`src/ppd_pkg.sv`:
```
package ppd_pkg;

  // fixed-point and scheduling constants
  localparam int FIXED_SHIFT        = 11;
  localparam int TICKS_PER_SECOND   = 100;
  localparam int NICE_BIAS          = 20;
  localparam int USER_BASE_PRIORITY = 50;
  localparam int FSCALE             = 1 << FIXED_SHIFT;
  localparam int RSS_PENALTY        = 2 * 4;

  // field widths
  localparam int STATUS_W = 3;
  localparam int CNT_W    = 7;
  localparam int TICK_W   = 8;
  localparam int PCT_W    = 12;
  localparam int USAGE_W  = 8;
  localparam int NICE_W   = 6;
  localparam int PRI_W    = 7;
  localparam int LOAD_W   = 16;
  localparam int DECAY_W  = 12;
  localparam int LMUL_W   = 4;
  localparam int FNICE_W  = 6;
  localparam int PAGE_W   = 16;

  // configuration port
  localparam int CFG_IDX_W  = 3;
  localparam int CFG_DATA_W = 16;

  // tick share: ticks * FSCALE / TICKS_PER_SECOND by reciprocal multiply
  localparam int RECIP_XS = 16;
  localparam int RECIP_W  = FIXED_SHIFT + 11;
  localparam logic [RECIP_W-1:0] TICK_RECIP = RECIP_W'(
      ((64'd1 << (FIXED_SHIFT + RECIP_XS)) + 64'(TICKS_PER_SECOND) - 64'd1)
      / 64'(TICKS_PER_SECOND));
  localparam int TPROD_W = TICK_W + RECIP_W;
  localparam int SHARE_W = FIXED_SHIFT + 3;

  // cpu percent decay datapath
  localparam int DF_W  = FIXED_SHIFT + 1;
  localparam int SUM_W = 2 * FIXED_SHIFT + 5;
  localparam int SHR_W = SUM_W - FIXED_SHIFT;
  localparam logic [PCT_W-1:0] PCT_CAP = (FSCALE < 4095) ? PCT_W'(FSCALE) : PCT_W'(4095);

  // usage divider
  localparam int B_W   = LOAD_W + LMUL_W;
  localparam int DVS_W = B_W + 1;
  localparam int NUM_W = B_W + USAGE_W;
  localparam int Q_W   = USAGE_W;

  // priority arithmetic
  localparam int A_W = 11;
  localparam int P_W = 12;

  localparam logic [CNT_W-1:0] CNT_MAX = {CNT_W{1'b1}};

  // process status codes
  localparam logic [STATUS_W-1:0] ST_EMPTY  = 3'd0;
  localparam logic [STATUS_W-1:0] ST_SLEEP  = 3'd1;
  localparam logic [STATUS_W-1:0] ST_RUN    = 3'd3;
  localparam logic [STATUS_W-1:0] ST_ZOMBIE = 3'd5;
  localparam logic [STATUS_W-1:0] ST_STOP   = 3'd6;

  // register indexes
  localparam logic [CFG_IDX_W-1:0] REG_LOAD_AVG  = 3'd0;
  localparam logic [CFG_IDX_W-1:0] REG_DECAY     = 3'd1;
  localparam logic [CFG_IDX_W-1:0] REG_LOAD_MUL  = 3'd2;
  localparam logic [CFG_IDX_W-1:0] REG_FAV_NICE  = 3'd3;
  localparam logic [CFG_IDX_W-1:0] REG_FREE      = 3'd4;
  localparam logic [CFG_IDX_W-1:0] REG_DESIRED   = 3'd5;
  localparam logic [CFG_IDX_W-1:0] REG_RUN_PRI   = 3'd6;
  localparam logic [CFG_IDX_W-1:0] REG_NO_RUN    = 3'd7;

  // register reset values
  localparam logic [DECAY_W-1:0]        RST_DECAY    = 12'd1948;
  localparam logic [LMUL_W-1:0]         RST_LOAD_MUL = 4'd2;
  localparam logic signed [FNICE_W-1:0] RST_FAV_NICE = -6'sd10;
  localparam logic [PRI_W-1:0]          RST_RUN_PRI  = 7'd127;

  typedef struct packed {
    logic [LOAD_W-1:0]         load_average;
    logic [DECAY_W-1:0]        decay_factor;
    logic [LMUL_W-1:0]         load_multiplier;
    logic signed [FNICE_W-1:0] favored_nice;
    logic [PAGE_W-1:0]         free_pages;
    logic [PAGE_W-1:0]         desired_free_pages;
    logic [PRI_W-1:0]          running_priority;
    logic                      no_process_running;
  } ppd_cfg_t;

  // per-request fields that ride along the pipeline
  typedef struct packed {
    logic               active;
    logic               runnable;
    logic [CNT_W-1:0]   tic;
    logic [CNT_W-1:0]   slp;
    logic [PCT_W-1:0]   pct;
    logic [USAGE_W-1:0] usage;
    logic [NICE_W-1:0]  nice;
    logic               loaded;
    logic               favored;
    logic               rss_pen;
    logic [PRI_W-1:0]   spri;
    logic               current;
  } ppd_side_t;

endpackage

```
`src/ppd_front.sv`:
```
module ppd_front (
  input  logic                          clk,
  input  logic                          rst_n,
  input  logic                          adv,
  input  logic                          in_vld,
  input  logic [ppd_pkg::STATUS_W-1:0]  proc_status,
  input  logic [ppd_pkg::CNT_W-1:0]     time_in_core,
  input  logic [ppd_pkg::CNT_W-1:0]     sleep_seconds,
  input  logic [ppd_pkg::TICK_W-1:0]    cpu_ticks,
  input  logic [ppd_pkg::PCT_W-1:0]     cpu_percent,
  input  logic [ppd_pkg::USAGE_W-1:0]   cpu_usage,
  input  logic [ppd_pkg::NICE_W-1:0]    nice_value,
  input  logic                          is_loaded,
  input  logic                          is_favored,
  input  logic                          over_rss_limit,
  input  logic [ppd_pkg::PRI_W-1:0]     sched_priority,
  input  logic                          is_current,
  input  ppd_pkg::ppd_cfg_t             cfg,
  output logic                          out_vld,
  output ppd_pkg::ppd_side_t            out_side,
  output logic [ppd_pkg::NUM_W-1:0]     out_num,
  output logic [ppd_pkg::DVS_W-1:0]     out_dvs
);
  import ppd_pkg::*;

  logic                 act_c;
  logic                 sleepy_c;
  logic [DF_W-1:0]      dfac_c;
  logic [TPROD_W-1:0]   tprod_c;
  ppd_side_t            s1_side_nxt;

  logic                 s1_vld_r;
  ppd_side_t            s1_side_r;
  logic [B_W-1:0]       b1_r;
  logic [SUM_W-1:0]     dpct1_r;
  logic [SHARE_W-1:0]   share1_r;
  logic [DF_W-1:0]      dcomp1_r;

  logic                 s2_vld_r;
  ppd_side_t            s2_side_r;
  logic [NUM_W-1:0]     num2_r;
  logic [DVS_W-1:0]     dvs2_r;
  logic [SUM_W-1:0]     dpct2_r;
  logic [SUM_W-1:0]     tail2_r;

  logic [SUM_W-1:0]     sum_c;
  logic [SHR_W-1:0]     shr_c;
  logic [PCT_W-1:0]     pctn_c;
  ppd_side_t            s3_side_nxt;

  logic                 s3_vld_r;
  ppd_side_t            s3_side_r;
  logic [NUM_W-1:0]     num3_r;
  logic [DVS_W-1:0]     dvs3_r;

  // stage 1: counters, flags and first products
  always_comb begin
    act_c    = (proc_status != ST_EMPTY) && (proc_status != ST_ZOMBIE);
    sleepy_c = (proc_status == ST_SLEEP) || (proc_status == ST_STOP);
    dfac_c   = (32'(cfg.decay_factor) > 32'(FSCALE)) ? DF_W'(FSCALE)
                                                     : DF_W'(cfg.decay_factor);
    tprod_c  = TPROD_W'(cpu_ticks) * TPROD_W'(TICK_RECIP);

    s1_side_nxt.active   = act_c;
    s1_side_nxt.runnable = proc_status == ST_RUN;
    s1_side_nxt.tic      = (act_c && time_in_core != CNT_MAX) ?
                           time_in_core + CNT_W'(1) : time_in_core;
    s1_side_nxt.slp      = (act_c && sleepy_c && sleep_seconds != CNT_MAX) ?
                           sleep_seconds + CNT_W'(1) : sleep_seconds;
    s1_side_nxt.pct      = cpu_percent;
    s1_side_nxt.usage    = cpu_usage;
    s1_side_nxt.nice     = nice_value;
    s1_side_nxt.loaded   = is_loaded;
    s1_side_nxt.favored  = is_favored;
    s1_side_nxt.rss_pen  = over_rss_limit && (cfg.free_pages < cfg.desired_free_pages);
    s1_side_nxt.spri     = sched_priority;
    s1_side_nxt.current  = is_current;
  end

  always_ff @(posedge clk) begin
    if (!rst_n) begin
      s1_vld_r <= 1'b0;
    end else if (adv) begin
      s1_vld_r <= in_vld;
    end
  end

  always_ff @(posedge clk) begin
    if (adv) begin
      s1_side_r <= s1_side_nxt;
      b1_r      <= B_W'(cfg.load_average) * B_W'(cfg.load_multiplier);
      dpct1_r   <= SUM_W'(dfac_c) * SUM_W'(cpu_percent);
      share1_r  <= tprod_c[RECIP_XS +: SHARE_W];
      dcomp1_r  <= DF_W'(FSCALE) - dfac_c;
    end
  end

  // stage 2: dividend, divisor and the tick-share term
  always_ff @(posedge clk) begin
    if (!rst_n) begin
      s2_vld_r <= 1'b0;
    end else if (adv) begin
      s2_vld_r <= s1_vld_r;
    end
  end

  always_ff @(posedge clk) begin
    if (adv) begin
      s2_side_r <= s1_side_r;
      num2_r    <= NUM_W'(s1_side_r.usage) * NUM_W'(b1_r);
      dvs2_r    <= DVS_W'(b1_r) + DVS_W'(FSCALE);
      dpct2_r   <= dpct1_r;
      tail2_r   <= SUM_W'(dcomp1_r) * SUM_W'(share1_r);
    end
  end

  // stage 3: finish the cpu percent average and saturate it
  always_comb begin
    sum_c  = dpct2_r + tail2_r;
    shr_c  = sum_c[SUM_W-1:FIXED_SHIFT];
    pctn_c = (shr_c > SHR_W'(PCT_CAP)) ? PCT_CAP : PCT_W'(shr_c);
    s3_side_nxt     = s2_side_r;
    s3_side_nxt.pct = (s2_side_r.active && s2_side_r.loaded) ? pctn_c : s2_side_r.pct;
  end

  always_ff @(posedge clk) begin
    if (!rst_n) begin
      s3_vld_r <= 1'b0;
    end else if (adv) begin
      s3_vld_r <= s2_vld_r;
    end
  end

  always_ff @(posedge clk) begin
    if (adv) begin
      s3_side_r <= s3_side_nxt;
      num3_r    <= num2_r;
      dvs3_r    <= dvs2_r;
    end
  end

  assign out_vld  = s3_vld_r;
  assign out_side = s3_side_r;
  assign out_num  = num3_r;
  assign out_dvs  = dvs3_r;

endmodule

```
`src/ppd_div.sv`:
```
module ppd_div (
  input  logic                       clk,
  input  logic                       rst_n,
  input  logic                       adv,
  input  logic                       in_vld,
  input  ppd_pkg::ppd_side_t         in_side,
  input  logic [ppd_pkg::NUM_W-1:0]  in_num,
  input  logic [ppd_pkg::DVS_W-1:0]  in_dvs,
  output logic                       out_vld,
  output ppd_pkg::ppd_side_t         out_side,
  output logic [ppd_pkg::Q_W-1:0]    out_quo
);
  import ppd_pkg::*;

  // one quotient bit per stage, most significant first
  logic             vld_r  [Q_W];
  ppd_side_t        side_r [Q_W];
  logic [Q_W-1:0]   quo_r  [Q_W];
  logic [NUM_W-1:0] rem_r  [Q_W-1];
  logic [DVS_W-1:0] dvs_r  [Q_W-1];

  for (genvar k = 0; k < Q_W; k++) begin : g_step
    localparam int BIT = Q_W - 1 - k;

    logic             vld_i;
    ppd_side_t        side_i;
    logic [NUM_W-1:0] rem_i;
    logic [DVS_W-1:0] dvs_i;
    logic [Q_W-1:0]   quo_i;
    logic [NUM_W-1:0] trial_c;
    logic             take_c;

    if (k == 0) begin : g_head
      assign vld_i  = in_vld;
      assign side_i = in_side;
      assign rem_i  = in_num;
      assign dvs_i  = in_dvs;
      assign quo_i  = '0;
    end else begin : g_link
      assign vld_i  = vld_r[k-1];
      assign side_i = side_r[k-1];
      assign rem_i  = rem_r[k-1];
      assign dvs_i  = dvs_r[k-1];
      assign quo_i  = quo_r[k-1];
    end

    // restoring step against the shifted divisor
    assign trial_c = NUM_W'(dvs_i) << BIT;
    assign take_c  = rem_i >= trial_c;

    always_ff @(posedge clk) begin
      if (!rst_n) begin
        vld_r[k] <= 1'b0;
      end else if (adv) begin
        vld_r[k] <= vld_i;
      end
    end

    always_ff @(posedge clk) begin
      if (adv) begin
        side_r[k] <= side_i;
        quo_r[k]  <= {quo_i[Q_W-2:0], take_c};
      end
    end

    if (k < Q_W - 1) begin : g_carry
      always_ff @(posedge clk) begin
        if (adv) begin
          rem_r[k] <= take_c ? rem_i - trial_c : rem_i;
          dvs_r[k] <= dvs_i;
        end
      end
    end
  end

  assign out_vld  = vld_r[Q_W-1];
  assign out_side = side_r[Q_W-1];
  assign out_quo  = quo_r[Q_W-1];

endmodule

```
`src/ppd_prio.sv`:
```
module ppd_prio (
  input  logic                         clk,
  input  logic                         rst_n,
  input  logic                         adv,
  input  logic                         in_vld,
  input  ppd_pkg::ppd_side_t           in_side,
  input  logic [ppd_pkg::Q_W-1:0]      in_quo,
  input  ppd_pkg::ppd_cfg_t            cfg,
  output logic                         out_vld,
  output logic                         out_active,
  output logic [ppd_pkg::CNT_W-1:0]    out_time,
  output logic [ppd_pkg::CNT_W-1:0]    out_sleep,
  output logic [ppd_pkg::PCT_W-1:0]    out_pct,
  output logic [ppd_pkg::USAGE_W-1:0]  out_usage,
  output logic [ppd_pkg::PRI_W-1:0]    out_upri,
  output logic [ppd_pkg::PRI_W-1:0]    out_spri,
  output logic                         out_requeue,
  output logic                         out_resched
);
  import ppd_pkg::*;

  logic signed [A_W-1:0] a_c;
  logic [USAGE_W-1:0]    usage_nxt;

  logic                  p1_vld_r;
  ppd_side_t             p1_side_r;
  logic [USAGE_W-1:0]    usage1_r;

  logic signed [P_W-1:0] p_c;
  logic [P_W-1:0]        fav_c;
  logic [P_W-1:0]        pen_c;
  logic [PRI_W-1:0]      upri_c;
  logic                  band_c;
  logic                  req_c;
  logic                  resched_c;

  logic                  vld_r;
  logic                  active_r;
  logic [CNT_W-1:0]      time_r;
  logic [CNT_W-1:0]      sleep_r;
  logic [PCT_W-1:0]      pct_r;
  logic [USAGE_W-1:0]    usage_r;
  logic [PRI_W-1:0]      upri_r;
  logic [PRI_W-1:0]      spri_r;
  logic                  requeue_r;
  logic                  resched_r;

  // stage 1: add nice to the decayed usage, clamp to 0..255
  always_comb begin
    a_c = A_W'(in_quo) + A_W'(in_side.nice) - A_W'(NICE_BIAS);
    if (a_c[A_W-1]) begin
      usage_nxt = '0;
    end else if (a_c[A_W-2:USAGE_W] != '0) begin
      usage_nxt = {USAGE_W{1'b1}};
    end else begin
      usage_nxt = a_c[USAGE_W-1:0];
    end
  end

  always_ff @(posedge clk) begin
    if (!rst_n) begin
      p1_vld_r <= 1'b0;
    end else if (adv) begin
      p1_vld_r <= in_vld;
    end
  end

  always_ff @(posedge clk) begin
    if (adv) begin
      p1_side_r <= in_side;
      usage1_r  <= usage_nxt;
    end
  end

  // stage 2: user priority, band move, requeue and reschedule flags
  always_comb begin
    fav_c = p1_side_r.favored ? (P_W'(cfg.favored_nice) << 1) : '0;
    pen_c = p1_side_r.rss_pen ? P_W'(RSS_PENALTY) : '0;
    p_c   = P_W'(usage1_r >> 2) + P_W'(USER_BASE_PRIORITY)
          + ((P_W'(p1_side_r.nice) - P_W'(NICE_BIAS)) << 1) + fav_c + pen_c;
    if (p_c[P_W-1] || p_c == '0) begin
      upri_c = PRI_W'(1);
    end else if (p_c[P_W-2:PRI_W] != '0) begin
      upri_c = {PRI_W{1'b1}};
    end else begin
      upri_c = p_c[PRI_W-1:0];
    end
    band_c    = p1_side_r.spri >= PRI_W'(USER_BASE_PRIORITY);
    req_c     = band_c && (!p1_side_r.current || cfg.no_process_running)
                && p1_side_r.runnable && p1_side_r.loaded && (p1_side_r.spri != upri_c);
    resched_c = upri_c < cfg.running_priority;
  end

  always_ff @(posedge clk) begin
    if (!rst_n) begin
      vld_r <= 1'b0;
    end else if (adv) begin
      vld_r <= p1_vld_r;
    end
  end

  always_ff @(posedge clk) begin
    if (adv) begin
      active_r  <= p1_side_r.active;
      time_r    <= p1_side_r.tic;
      sleep_r   <= p1_side_r.slp;
      pct_r     <= p1_side_r.pct;
      usage_r   <= p1_side_r.active ? usage1_r : p1_side_r.usage;
      upri_r    <= p1_side_r.active ? upri_c : '0;
      spri_r    <= (p1_side_r.active && band_c) ? upri_c : p1_side_r.spri;
      requeue_r <= p1_side_r.active && req_c;
      resched_r <= p1_side_r.active && resched_c;
    end
  end

  assign out_vld     = vld_r;
  assign out_active  = active_r;
  assign out_time    = time_r;
  assign out_sleep   = sleep_r;
  assign out_pct     = pct_r;
  assign out_usage   = usage_r;
  assign out_upri    = upri_r;
  assign out_spri    = spri_r;
  assign out_requeue = requeue_r;
  assign out_resched = resched_r;

endmodule

```
`src/process_priority_decay.sv`:
```
// channel | dir    | handshake          | payload
// in      | input  | in_valid/in_stall  | one process slot (in_proc_status .. in_is_current)
// out     | output | out_valid/out_stall| recomputed slot (out_active .. out_reschedule)
// cfg     | input  | cfg_valid/cfg_ready| cfg_index, cfg_data (write only)
//
// one request per cycle sustained while the output is not stalled; a result is valid at the output
// after 13 register stages (3 front stages, 8 divider stages at one quotient bit each,
// 2 priority stages, the first loaded at the accepting edge)
// rst_n is synchronous: pipeline valid bits clear, config registers return to defaults
// out_stall with a valid result at the output freezes the whole pipeline and raises in_stall; nothing is dropped
// cfg_ready is always high; writes take effect on the next cycle
module process_priority_decay (
  input  logic                             clk,
  input  logic                             rst_n,
  input  logic                             in_valid,
  output logic                             in_stall,
  input  logic [ppd_pkg::STATUS_W-1:0]     in_proc_status,
  input  logic [ppd_pkg::CNT_W-1:0]        in_time_in_core,
  input  logic [ppd_pkg::CNT_W-1:0]        in_sleep_seconds,
  input  logic [ppd_pkg::TICK_W-1:0]       in_cpu_ticks,
  input  logic [ppd_pkg::PCT_W-1:0]        in_cpu_percent,
  input  logic [ppd_pkg::USAGE_W-1:0]      in_cpu_usage,
  input  logic [ppd_pkg::NICE_W-1:0]       in_nice_value,
  input  logic                             in_is_loaded,
  input  logic                             in_is_favored,
  input  logic                             in_over_rss_limit,
  input  logic [ppd_pkg::PRI_W-1:0]        in_sched_priority,
  input  logic                             in_is_current,
  output logic                             out_valid,
  input  logic                             out_stall,
  output logic                             out_active,
  output logic [ppd_pkg::CNT_W-1:0]        out_new_time_in_core,
  output logic [ppd_pkg::CNT_W-1:0]        out_new_sleep_seconds,
  output logic [ppd_pkg::PCT_W-1:0]        out_new_cpu_percent,
  output logic [ppd_pkg::USAGE_W-1:0]      out_new_cpu_usage,
  output logic [ppd_pkg::PRI_W-1:0]        out_user_priority,
  output logic [ppd_pkg::PRI_W-1:0]        out_new_sched_priority,
  output logic                             out_requeue,
  output logic                             out_reschedule,
  input  logic                             cfg_valid,
  output logic                             cfg_ready,
  input  logic [ppd_pkg::CFG_IDX_W-1:0]    cfg_index,
  input  logic [ppd_pkg::CFG_DATA_W-1:0]   cfg_data
);
  import ppd_pkg::*;

  ppd_cfg_t            cfg_r;
  logic                adv;

  logic                fr_vld;
  ppd_side_t           fr_side;
  logic [NUM_W-1:0]    fr_num;
  logic [DVS_W-1:0]    fr_dvs;

  logic                dv_vld;
  ppd_side_t           dv_side;
  logic [Q_W-1:0]      dv_quo;

  // configuration registers
  assign cfg_ready = 1'b1;

  always_ff @(posedge clk) begin
    if (!rst_n) begin
      cfg_r.load_average       <= '0;
      cfg_r.decay_factor       <= RST_DECAY;
      cfg_r.load_multiplier    <= RST_LOAD_MUL;
      cfg_r.favored_nice       <= RST_FAV_NICE;
      cfg_r.free_pages         <= '0;
      cfg_r.desired_free_pages <= '0;
      cfg_r.running_priority   <= RST_RUN_PRI;
      cfg_r.no_process_running <= 1'b0;
    end else if (cfg_valid && cfg_ready) begin
      case (cfg_index)
        REG_LOAD_AVG: cfg_r.load_average       <= cfg_data[LOAD_W-1:0];
        REG_DECAY:    cfg_r.decay_factor       <= cfg_data[DECAY_W-1:0];
        REG_LOAD_MUL: cfg_r.load_multiplier    <= cfg_data[LMUL_W-1:0];
        REG_FAV_NICE: cfg_r.favored_nice       <= $signed(cfg_data[FNICE_W-1:0]);
        REG_FREE:     cfg_r.free_pages         <= cfg_data[PAGE_W-1:0];
        REG_DESIRED:  cfg_r.desired_free_pages <= cfg_data[PAGE_W-1:0];
        REG_RUN_PRI:  cfg_r.running_priority   <= cfg_data[PRI_W-1:0];
        REG_NO_RUN:   cfg_r.no_process_running <= cfg_data[0];
        default: begin
        end
      endcase
    end
  end

  // whole pipeline moves unless a finished result is held at the output
  assign adv      = !out_valid || !out_stall;
  assign in_stall = !adv;

  ppd_front u_front (
    .clk            (clk),
    .rst_n          (rst_n),
    .adv            (adv),
    .in_vld         (in_valid),
    .proc_status    (in_proc_status),
    .time_in_core   (in_time_in_core),
    .sleep_seconds  (in_sleep_seconds),
    .cpu_ticks      (in_cpu_ticks),
    .cpu_percent    (in_cpu_percent),
    .cpu_usage      (in_cpu_usage),
    .nice_value     (in_nice_value),
    .is_loaded      (in_is_loaded),
    .is_favored     (in_is_favored),
    .over_rss_limit (in_over_rss_limit),
    .sched_priority (in_sched_priority),
    .is_current     (in_is_current),
    .cfg            (cfg_r),
    .out_vld        (fr_vld),
    .out_side       (fr_side),
    .out_num        (fr_num),
    .out_dvs        (fr_dvs)
  );

  ppd_div u_div (
    .clk      (clk),
    .rst_n    (rst_n),
    .adv      (adv),
    .in_vld   (fr_vld),
    .in_side  (fr_side),
    .in_num   (fr_num),
    .in_dvs   (fr_dvs),
    .out_vld  (dv_vld),
    .out_side (dv_side),
    .out_quo  (dv_quo)
  );

  ppd_prio u_prio (
    .clk         (clk),
    .rst_n       (rst_n),
    .adv         (adv),
    .in_vld      (dv_vld),
    .in_side     (dv_side),
    .in_quo      (dv_quo),
    .cfg         (cfg_r),
    .out_vld     (out_valid),
    .out_active  (out_active),
    .out_time    (out_new_time_in_core),
    .out_sleep   (out_new_sleep_seconds),
    .out_pct     (out_new_cpu_percent),
    .out_usage   (out_new_cpu_usage),
    .out_upri    (out_user_priority),
    .out_spri    (out_new_sched_priority),
    .out_requeue (out_requeue),
    .out_resched (out_reschedule)
  );

endmodule

```
`config.mk`:
```
export PLATFORM = sky130hd
export DESIGN_NAME = process_priority_decay
export DESIGN_NICKNAME = d
export VERILOG_FILES = /design/src/ppd_pkg.sv /design/src/ppd_front.sv /design/src/ppd_div.sv /design/src/ppd_prio.sv /design/src/process_priority_decay.sv
export SDC_FILE = /design/constraint.sdc
export NUM_CORES = 2
export LEC_CHECK = 0
export BUFFER_PORTS_ARGS = -buffer_cell sky130_fd_sc_hd__buf_2
export CORE_ASPECT_RATIO = 1.4
export CORE_UTILIZATION = 69
export CTS_CLUSTER_DIAMETER = 100
export DETAILED_ROUTE_END_ITERATION = 10
export GPL_ROUTABILITY_DRIVEN = 0
export HOLD_SLACK_MARGIN = 0.15
export PLACE_DENSITY = 0.95
export SLEW_MARGIN = 0
export SYNTH_ARGS = -nofsm -noshare
export SYNTH_HDL_FRONTEND = slang
export SYNTH_SLANG_ARGS = --single-unit
```
`constraint.sdc`:
```
create_clock -name clk -period 63.1 [get_ports clk]
set_input_delay 0 -clock clk [delete_from_list [all_inputs] [get_ports clk]]
set_output_delay 0 -clock clk [all_outputs]
set_load 0.01 [all_outputs]
```
==> results.toml <==
[pwr]
combPwrFrac = 0.427
p_sw_uw = 1418
power_uw = 3742
ir_drop_mv = 0.06308
power_density_nw_per_um2 = 46.17
clkPwrFrac = 0.207
swShare = 0.3788
p_leak_uw = 0.03419
internal-power_uw = 2324
p_seq_frac = 0.365

[global_route]
grt_pass1_wl_um = 283600
grt_pass1_vias = 51570
antenna_found_initial = 9
grt_start_max_net_pins = 196
track_usage = 0.3459
grt_overflow_total = 0

[cts]
cts_tree = "built"
cts-root-buf = "clkbuf_16"
clk_pin_slew_ps = 80
clk_latency_ps = 770
cts_buffers = 120
htree_levels = 3
cts_sinks = 1381
clock_path_buffers = 3
cts-resized-gates = 0

[finish]
fillCellCount = 5264
fin_nets = 7040
area.growth.synth_to_final_pct = 10.52
drive_gt1_frac = 0.06992

[placed_design]
portBuffers = 138
place_hpwl_um = 104200

[synth]
synth_area_um2 = 73330
syn-num-nets = 6751
synth_area_leaders = "edfxtp_1 53%, fa_1 11%, ha_1 8.5%"
yosysTopAreaCell = "edfxtp_1"
syn-instance-count = 5772
ys_warn_count = 0
synth_top_area_frac = 0.5311
ys_dominant_reg_cell = "edfxtp_1"
synth.distinct_cells = 80
synth_edf_count = 1297
synth_area_per_cell_um2 = 12.70
ys_seq_elements = 1381
seq_area_frac_synth = 0.5541
synth-async-reset-ratio = 0

[die]
core_um2 = 105500
die_h_um = 387.7
ioPinCount = 140
dieArea_um2 = 107600
die_w_um = 277.5
core.rowCount = 141
start_util = 0.6951

[sta]
setup_tns_ps = 0
rsz0062_at_grt = "false"
tightest_slew_ps = 1427
setup_viol = 0
timing.final.crit_share = 0.1175
slew_headroom = 0.04110
fin_crit_ps = 7414
final_max_slew_viol_count = 0
finalHoldViolCount = 0
finClkSkew_ps = 55.34
fmax_ghz = 0.1349

[drt]
vias = 49340
wl_per_cell_um = 24.42
routed_via_density = 6.555
routed_wl_um = 183800
drc = 1
drtPass1Iterations = 11
ant_nets = 0
drt-initial-drc-count = 7000

[outcome]
status = "finished with violations"
violations = "DRC"

[setup_path]
reg2regPathDepth = 18
worstPathRequired_ps = 63610
crit_top_cell = "fa_1"
cp-end-kind = "flop"
crit_cells = 18
worstPathArrival_ps = 7930
crit_family = "compound AO/OA/AOI/OAI gates"
start_kind = "flop"
slowest_delay_ps = 850
cp_slowest_cell = "edfxtp_1"
crit_chain = "and2_1, fa_1, inv_1, fa_1, inv_1, ha_1, fa_1, ha_1, o21a_1, a211oi_1, o21ai_0, a31oi_1, o22ai_1, o21ai_0, a21oi_1, o21a_1, nor2_1, xnor2_1"
path_buf_inv = 2
cp_max_fo = 21
critPathKind = "reg2reg"

[min_path]
hold_path_class = "in2reg"
whs_path_depth = 4

[job]
drv_cap = 0
==> flip-flops by register name (all words and copies together), names as in the netlist, 21 cells and up <==
name and flops:
u_front.s1_side_r 53, u_front.out_num 28, u_prio.p1_side_r 53, u_front.out_side 53, u_front.s2_side_r 53, u_div.dvs_r 147
u_front.dpct1_r 24, u_front.dpct2_r 24, u_div.quo_r 36, u_front.out_dvs 21, cfg_r 78, u_front.num2_r 28
u_div.side_r 424, u_front.tail2_r 25, u_div.rem_r 196, u_front.dvs2_r 21
==> worst paths after layout <==
kind | slack, ps | endpoint | start
setup / recovery | 55690 | u_front.num2_r[26] | u_front.s1_side_r[20]
hold / removal | 160 | cfg_r[13] | cfg_data[5]
setup reg to reg | 55690 | u_front.num2_r[26] | u_front.s1_side_r[20]
hold reg to reg | 390 | u_div.side_r[0][22] | u_front.out_side[22]
==> per-stage QoR <==
stage,std cells,util,hold WS [ps],setup slack (ps),instance area (um^2)
after floorplan,5772,-,98.87,24980,73330
after global placement,7143,0.7145,178.0,56280,75380
after detailed placement,7143,0.7145,178.1,56010,75380
after CTS,7520,0.7679,150.5,55990,81010
after global routing,7523,0.7681,154.1,55380,81030
final,7527,0.7682,160.9,55690,81040
==> worst min-delay path, cell delays in order <==
cell and delay (ps):
dlygate4sd3_1 530, buf_2 200, nand2_1 80, a21boi_0 70
==> cell type report <==
| cell class | instances | area, um^2 | area share |
|---|---|---|---|
| inverters | 702 | 2635 | 0.03252 |
| flip-flops and latches | 1381 | 40630 | 0.5013 |
| well taps | 1358 | 1699 | 0.02097 |
| clock buffers | 129 | 3037 | 0.03747 |
| repair buffers | 313 | 2410 | 0.02974 |
| clock inverters | 96 | 1076 | 0.01328 |
| multi-input cells | 3543 | 29540 | 0.3645 |
| diodes | 5 | 12.51 | 0.0001544 |
==> Yosys cell counts (11+ instances only) <==
| cell | count |
|---|---|
| o21ai_0 | 171 |
| nand4_1 | 29 |
| fa_1 | 396 |
| nor4_1 | 17 |
| mux2_2 | 43 |
| and2_1 | 212 |
| o211ai_1 | 17 |
| clkbuf_1 | 138 |
| o21a_1 | 36 |
| or2_2 | 12 |
| a21o_1 | 110 |
| o31ai_1 | 13 |
| nor2b_1 | 55 |
| a21oi_1 | 260 |
| nor2_1 | 233 |
| xnor2_1 | 173 |
| ha_1 | 497 |
| nand3_1 | 71 |
| a21boi_0 | 65 |
| mux2i_1 | 16 |
| nand2b_1 | 49 |
| and3_1 | 34 |
| xor2_1 | 101 |
| nand2_1 | 655 |
| a31oi_1 | 15 |
| a211oi_1 | 23 |
| edfxtp_1 | 1297 |
| o21bai_1 | 26 |
| dfxtp_1 | 84 |
| nor3_1 | 55 |
| or3_1 | 11 |
| inv_1 | 700 |
==> layout by cell type, fill, tap and decap left out, drive strengths merged, types with 34 or more instances in the layout <==
master       count
nand3           71
o21a            36
nor3            55
and3            34
ha             497
xnor2          173
and2           212
dlygate4sd3    153
a21oi          261
a21o           110
nand2          655
inv            715
nor2           233
nand2b          49
dfxtp           84
xor2           101
mux2            43
a21boi          65
clkinv          56
fa             396
o21ai          175
edfxtp        1297
nor2b           55
buf            159
clkbuf         130
==> logic make-up (layout without fill, tap and decap cells) <==
| kind of cell | Yosys count | in the layout | share of synthesized area |
|---|---|---|---|
| flops | 1381 | 1381 | 0.5541 |
| compound gates | 843 | 843 | 0.07371 |
| other cells | 1 | 6 | 0.00005114 |
| simple gates | 1473 | 1473 | 0.09426 |
| buf+inv | 848 | 1240 | 0.04348 |
| fa+ha+maj | 893 | 893 | 0.1929 |
| mux | 59 | 59 | 0.008787 |
| xor+xnor | 274 | 274 | 0.03273 |
==> per-layer routing <==
metal | vias up | track usage | wire length [um]
met3 | 1496 | 0.09314 | 19060
met1 | 23240 | 0.3664 | 56900
met2 | 4053 | 0.5806 | 89510
met4 | 10 | 0.2795 | 18260
li1 | 20550 | - | -
met5 | - | 0 | 78
==> power groups by stage <==
stage	logic, uW	clock network [uW]	registers, uW
3_3_place_gp	1330	0	1360
2_1_floorplan	1100	0	1330
5_1_grt	1730	810	1380
3_5_place_dp	1450	0	1370
6_report	1600	776	1370
4_1_cts	1520	769	1360
==> what timing repair did <==
action	4_1_cts	5_1_grt
hold endpoints to repair	149	1
buffers inserted	0	0
hold buffers	152	1
(Power assumes the default switching activity.)
